## config.mk

```make
export PLATFORM = sky130hd
export DESIGN_NAME = stable_priority_queue_core
export DESIGN_NICKNAME = d
export VERILOG_FILES = /design/src/hdl/spq_pkg.sv /design/src/hdl/spq_cell.sv /design/src/hdl/stable_priority_queue_core.sv
export SDC_FILE = /design/constraint.sdc
export NUM_CORES = 2
export LEC_CHECK = 0
export ABC_AREA = 1
export BUFFER_PORTS_ARGS = -buffer_cell sky130_fd_sc_hd__buf_4
export CORE_ASPECT_RATIO = 1.4
export CORE_UTILIZATION = 64
export DETAILED_ROUTE_END_ITERATION = 6
export PLACE_DENSITY = 0.81
export REMOVE_ABC_BUFFERS = 1
export SETUP_SLACK_MARGIN = 0.15
export SLEW_MARGIN = 5
export SYNTH_ARGS = -nofsm -noshare
export SYNTH_HDL_FRONTEND = slang
export SYNTH_HIERARCHICAL = 1
export SYNTH_SLANG_ARGS = --single-unit
export TNS_END_PERCENT = 30
```

## constraint.sdc

```tcl
create_clock -name clk -period 5.1 [get_ports clk]
set_clock_uncertainty 0.15 [all_clocks]
set_input_delay 1.02 -clock clk [delete_from_list [all_inputs] [get_ports clk]]
set_output_delay 1.02 -clock clk [all_outputs]
set_load 0.02 [all_outputs]
```

## src/hdl/spq_pkg.sv

```systemverilog
// Shared types and constants for the stable priority queue.
package spq_pkg;

  // Number of entry cells in the chain.
  localparam int CAPACITY = 16;
  // Bits to hold a count from zero up to CAPACITY.
  localparam int CNT_W = $clog2(CAPACITY + 1);

  // Result status codes.
  localparam logic [1:0] ST_INSERTED  = 2'd0;
  localparam logic [1:0] ST_REMOVED   = 2'd1;
  localparam logic [1:0] ST_UNDERFLOW = 2'd2;
  localparam logic [1:0] ST_OVERFLOW  = 2'd3;

  // Command codes.
  localparam logic CMD_INSERT = 1'b0;
  localparam logic CMD_REMOVE = 1'b1;

  // One held entry as it moves along the chain.
  typedef struct packed {
    logic               occ;
    logic signed [31:0] data;
    logic signed [31:0] prio;
  } entry_t;

  // Per-cycle shift control broadcast to every cell.
  typedef struct packed {
    logic shift_in;   // insert: open a gap and place the new entry
    logic shift_out;  // remove: every entry moves one place to the front
  } ctrl_t;

endpackage

```

## src/hdl/spq_cell.sv

```systemverilog
// One slot of the sorted chain: holds an entry, compares and shifts.
module spq_cell import spq_pkg::*; (
  input  logic               clk,
  input  logic               rst,
  input  ctrl_t              ctrl,
  input  logic signed [31:0] data_in,
  input  logic signed [31:0] priority_in,
  input  entry_t             left,
  input  logic               left_open,
  input  entry_t             right,
  output entry_t             cur,
  output logic               open
);

  entry_t cur_next;

  // Open means the new word belongs at or in front of this slot.
  assign open = !cur.occ || (cur.prio > priority_in);

  // Pick the next content from hold, left neighbor, new word or right neighbor.
  always_comb begin
    cur_next = cur;
    if (ctrl.shift_in) begin
      if (left_open) begin
        cur_next = left;
      end else if (open) begin
        cur_next.occ  = 1'b1;
        cur_next.data = data_in;
        cur_next.prio = priority_in;
      end
    end else if (ctrl.shift_out) begin
      cur_next = right;
    end
  end

  // Occupied flag is control state and is cleared by reset.
  always_ff @(posedge clk) begin
    if (rst) begin
      cur.occ <= 1'b0;
    end else begin
      cur.occ <= cur_next.occ;
    end
  end

  // Payload needs no reset.
  always_ff @(posedge clk) begin
    cur.data <= cur_next.data;
    cur.prio <= cur_next.prio;
  end

endmodule

```

## src/hdl/stable_priority_queue_core.sv

```systemverilog
// Top level of the stable priority queue: chain of cells plus result register.
//
// A bounded priority queue built as a row of CAPACITY cells kept in ascending
// priority order, the front entry in cell 0. Every cell compares the incoming
// priority against its own in parallel and the whole row shifts together, so
// one word is accepted every cycle while the result register can be emptied;
// the result of a word is registered and appears in the cycle after it is
// accepted. Equal priorities keep arrival order. A remove on an empty queue
// reports underflow, an insert on a full queue is refused and reports
// overflow; in both cases data_out and priority_out are zero.
// count_out gives the number of entries held after the step, low 5 bits.
module stable_priority_queue_core import spq_pkg::*; (
  input  logic               clk,
  input  logic               rst,
  input  logic               in_valid,
  output logic               in_ready,
  input  logic               command,
  input  logic signed [31:0] data_in,
  input  logic signed [31:0] priority_in,
  output logic               out_valid,
  input  logic               out_ready,
  output logic [1:0]         status,
  output logic signed [31:0] data_out,
  output logic signed [31:0] priority_out,
  output logic [4:0]         count_out
);

  entry_t             cells  [CAPACITY];
  logic               opens  [CAPACITY];
  ctrl_t              ctrl;
  logic               accept;
  logic               full;
  logic               empty;
  logic [CNT_W-1:0]   count;
  logic [CNT_W-1:0]   count_next;
  logic [CNT_W+4:0]   count_ext;
  logic [1:0]         status_next;

  // Take a new word whenever the result register is free or being drained.
  assign in_ready = !out_valid || out_ready;
  assign accept   = in_valid && in_ready;

  assign full  = cells[CAPACITY-1].occ;
  assign empty = !cells[0].occ;

  assign ctrl.shift_in  = accept && (command == CMD_INSERT) && !full;
  assign ctrl.shift_out = accept && (command == CMD_REMOVE) && !empty;

  // Build the chain; the ends see an empty neighbor.
  for (genvar i = 0; i < CAPACITY; i++) begin : g_cell
    entry_t left_e;
    entry_t right_e;
    logic   left_o;

    if (i == 0) begin : g_first
      assign left_e = '0;
      assign left_o = 1'b0;
    end else begin : g_mid
      assign left_e = cells[i-1];
      assign left_o = opens[i-1];
    end

    if (i == CAPACITY - 1) begin : g_last
      assign right_e = '0;
    end else begin : g_inner
      assign right_e = cells[i+1];
    end

    spq_cell u_cell (
      .clk         (clk),
      .rst         (rst),
      .ctrl        (ctrl),
      .data_in     (data_in),
      .priority_in (priority_in),
      .left        (left_e),
      .left_open   (left_o),
      .right       (right_e),
      .cur         (cells[i]),
      .open        (opens[i])
    );
  end

  // Track the number of held entries.
  always_comb begin
    count_next = count;
    if (ctrl.shift_in) begin
      count_next = count + CNT_W'(1);
    end else if (ctrl.shift_out) begin
      count_next = count - CNT_W'(1);
    end
  end

  always_ff @(posedge clk) begin
    if (rst) begin
      count <= '0;
    end else begin
      count <= count_next;
    end
  end

  // Decide the status of the accepted word.
  always_comb begin
    if (command == CMD_INSERT) begin
      status_next = full ? ST_OVERFLOW : ST_INSERTED;
    end else begin
      status_next = empty ? ST_UNDERFLOW : ST_REMOVED;
    end
  end

  // Hold the result until taken.
  always_ff @(posedge clk) begin
    if (rst) begin
      out_valid <= 1'b0;
    end else if (accept) begin
      out_valid <= 1'b1;
    end else if (out_ready) begin
      out_valid <= 1'b0;
    end
  end

  assign count_ext = {5'b0, count_next};

  always_ff @(posedge clk) begin
    if (accept) begin
      status    <= status_next;
      count_out <= count_ext[4:0];
      if (ctrl.shift_out) begin
        data_out     <= cells[0].data;
        priority_out <= cells[0].prio;
      end else begin
        data_out     <= '0;
        priority_out <= '0;
      end
    end
  end

endmodule

```

==> impl_metrics.json <==
{
  "via_per_inst": 6.00,
  "crit_path_max_fanout": 35,
  "hold_viol": 0,
  "drc": 0,
  "status": "finished, final reports clean",
  "tns_ns": 0,
  "drtIter0Drc": 6114,
  "die_width_um": 280,
  "drv_slew": 0,
  "end_kind": "flip-flop",
  "wirelength_um": 171000,
  "maxSlewHeadroom_pct": 17.9,
  "regArea_mm2": 0.0333,
  "cts_resized": 0,
  "path_cells": "buf_4, inv_1, ha_1, a21oi_1, nor2_1, nor2_1, nand3_1, a21oi_2, nand2_1, nand2_1, nand2_1, nand2_2, nand2_2, nor2_4, inv_2, o211ai_1",
  "post_cts_buffers": 0,
  "rows": 142,
  "start_util_pct": 64.6,
  "path_buf_inv": 3,
  "die_y_um": 391,
  "ant_nets": 0,
  "fill_cells": 8104,
  "final.setup.worst_slack_ns": 1.30,
  "grt_use_total_pct": 31.1,
  "fin_hold_ws_ns": 0.375,
  "slowest_stage": "nor2_4",
  "period_share_pct": 74.6,
  "wl_met3_um": 14400,
  "rr_startpoint": "g_cell[15].u_cell/cur[64]",
  "stdcell_area_mm2": 0.0750,
  "cts_made_buffers": 110,
  "first_pass_iters": 6,
  "tritoncts": "done",
  "drive_above_1_share_pct": 8.57,
  "top_layer_used": "met4",
  "placeableCoreArea_mm2": 0.107,
  "cpLargestDelayFamily": "simple AND/OR/NAND/NOR gates",
  "syn_avg_cell_area_um2": 8.74,
  "hold_buffers": 0,
  "slowest_delay_ns": 0.63,
  "portBuffers": 141,
  "cts_root_buffer": "clkbuf_16",
  "grt_remaining_overflow": 0,
  "clock_path_buffers": 3,
  "crit_type": "input port to flip-flop",
  "rsz0062_at_grt": "false",
  "syn_to_final_growth_pct": 8.41,
  "first_global_vias": 54700,
  "utilization_pct": 70.0,
  "grt_max_degree": 222,
  "die-area_mm2": 0.109,
  "multi_input_area_mm2": 0.0316,
  "grt_pass1_wl_um": 279000,
  "leakage_nw": 32.0,
  "io_pins": 142,
  "setup.worst_path.start": "priority_in[21]",
  "dr_total_vias": 56900,
  "worst_pin_slew_ns": 1.23,
  "syn_area_mm2": 0.0692,
  "diodes": 0,
  "wl_met2_um": 81500,
  "setup_violations": 0,
  "hold_class": "flip-flop to flip-flop",
  "nets": 8530,
  "gp_congestion": 0.896,
  "wl_per_cell_um": 18.0,
  "power_density_mw_per_mm2": 316,
  "cp.arrival_ns": 4.19,
  "fin_crit_ns": 3.80,
  "dpl_cell_area_mm2": 0.0715,
  "antenna_found_initial": 0,
  "cts.clk_slew.worst_paths_ns": 0.06,
  "maxCapViolations": 0,
  "min_from": "out_valid",
  "synth_cells": 7922,
  "wl_met1_um": 71000,
  "required_ns": 5.49,
  "layout_common_cells": "nand2_1 (2212), nand3_1 (1605), edfxtp_1 (1095), inv_1 (718), ha_1 (514)",
  "synth_warnings": 6,
  "pre_cts_ws_ns": 0.591,
  "cts.sinks": 1117,
  "clk_latency_ns": 0.72,
  "hpwl_um": 124000,
  "cp_common_cell": "nand2_1",
  "start_kind": "input port",
  "fmax_mhz": 263,
  "irDropWorstVdd_mv": 0.333,
  "layout_commonest_cell": "nand2_1",
  "htree_num_levels": 3
}
final timing paths:
path	to	slack [ns]	depth (start not counted)
setup / recovery	g_cell[11].u_cell/cur[8]	1.30	16
hold / removal	out_valid	0.38	2
setup reg to reg	g_cell[11].u_cell/cur[8]	1.38	8
hold reg to reg	out_valid	0.38	2
metrics by stage:
stage / power (mW) / instances
2_1_floorplan: 14.6 / 7614
3_3_place_gp: 15.4 / 9275
3_5_place_dp: 15.7 / 9275
4_1_cts: 23.7 / 9475
5_1_grt: 24.7 / 9475
6_report: 23.7 / 9475
metal layers:
metal  vias to the layer above  track usage (%)
met1                     26600             43.7
met3                       246             2.95
met2                      2585             51.2
li1                      27400                -
met4                         0             9.25
met5                         -                0
layout make-up:
cell class	instances	share of cell area [%]
Sequential cell	1117	44.4
Multi-Input combinational cell	5711	42.2
Inverter	786	3.96
Clock buffer	139	3.87
Tap cell	1440	2.40
Timing Repair Buffer	221	2.35
Clock inverter	61	0.824
power by group:
group	switching [mW]	total (mW)	internal, mW	leakage (nW)
registers	0.523	11.6	11.1	10.5
logic	2.61	3.94	1.33	19.8
clock network	3.56	8.14	4.58	1.72
state kept, by name (all words and copies together) (netlist names):
register,flops
count,5
out_valid,1
priority_out,32
count_out,5
g_cell.u_cell/cur,1040
data_out,32
status,2
worst reg2reg max path: stages, from the launching register on:
cell	delay (ns)
dfxtp_1	0.49
inv_1	0.24
nand3_4	0.21
inv_16	0.42
inv_2	0.20
buf_4	0.34
nor2_4	0.70
inv_2	0.43
o211ai_1	0.34
Note: power is estimated with default switching activity, not from simulation.
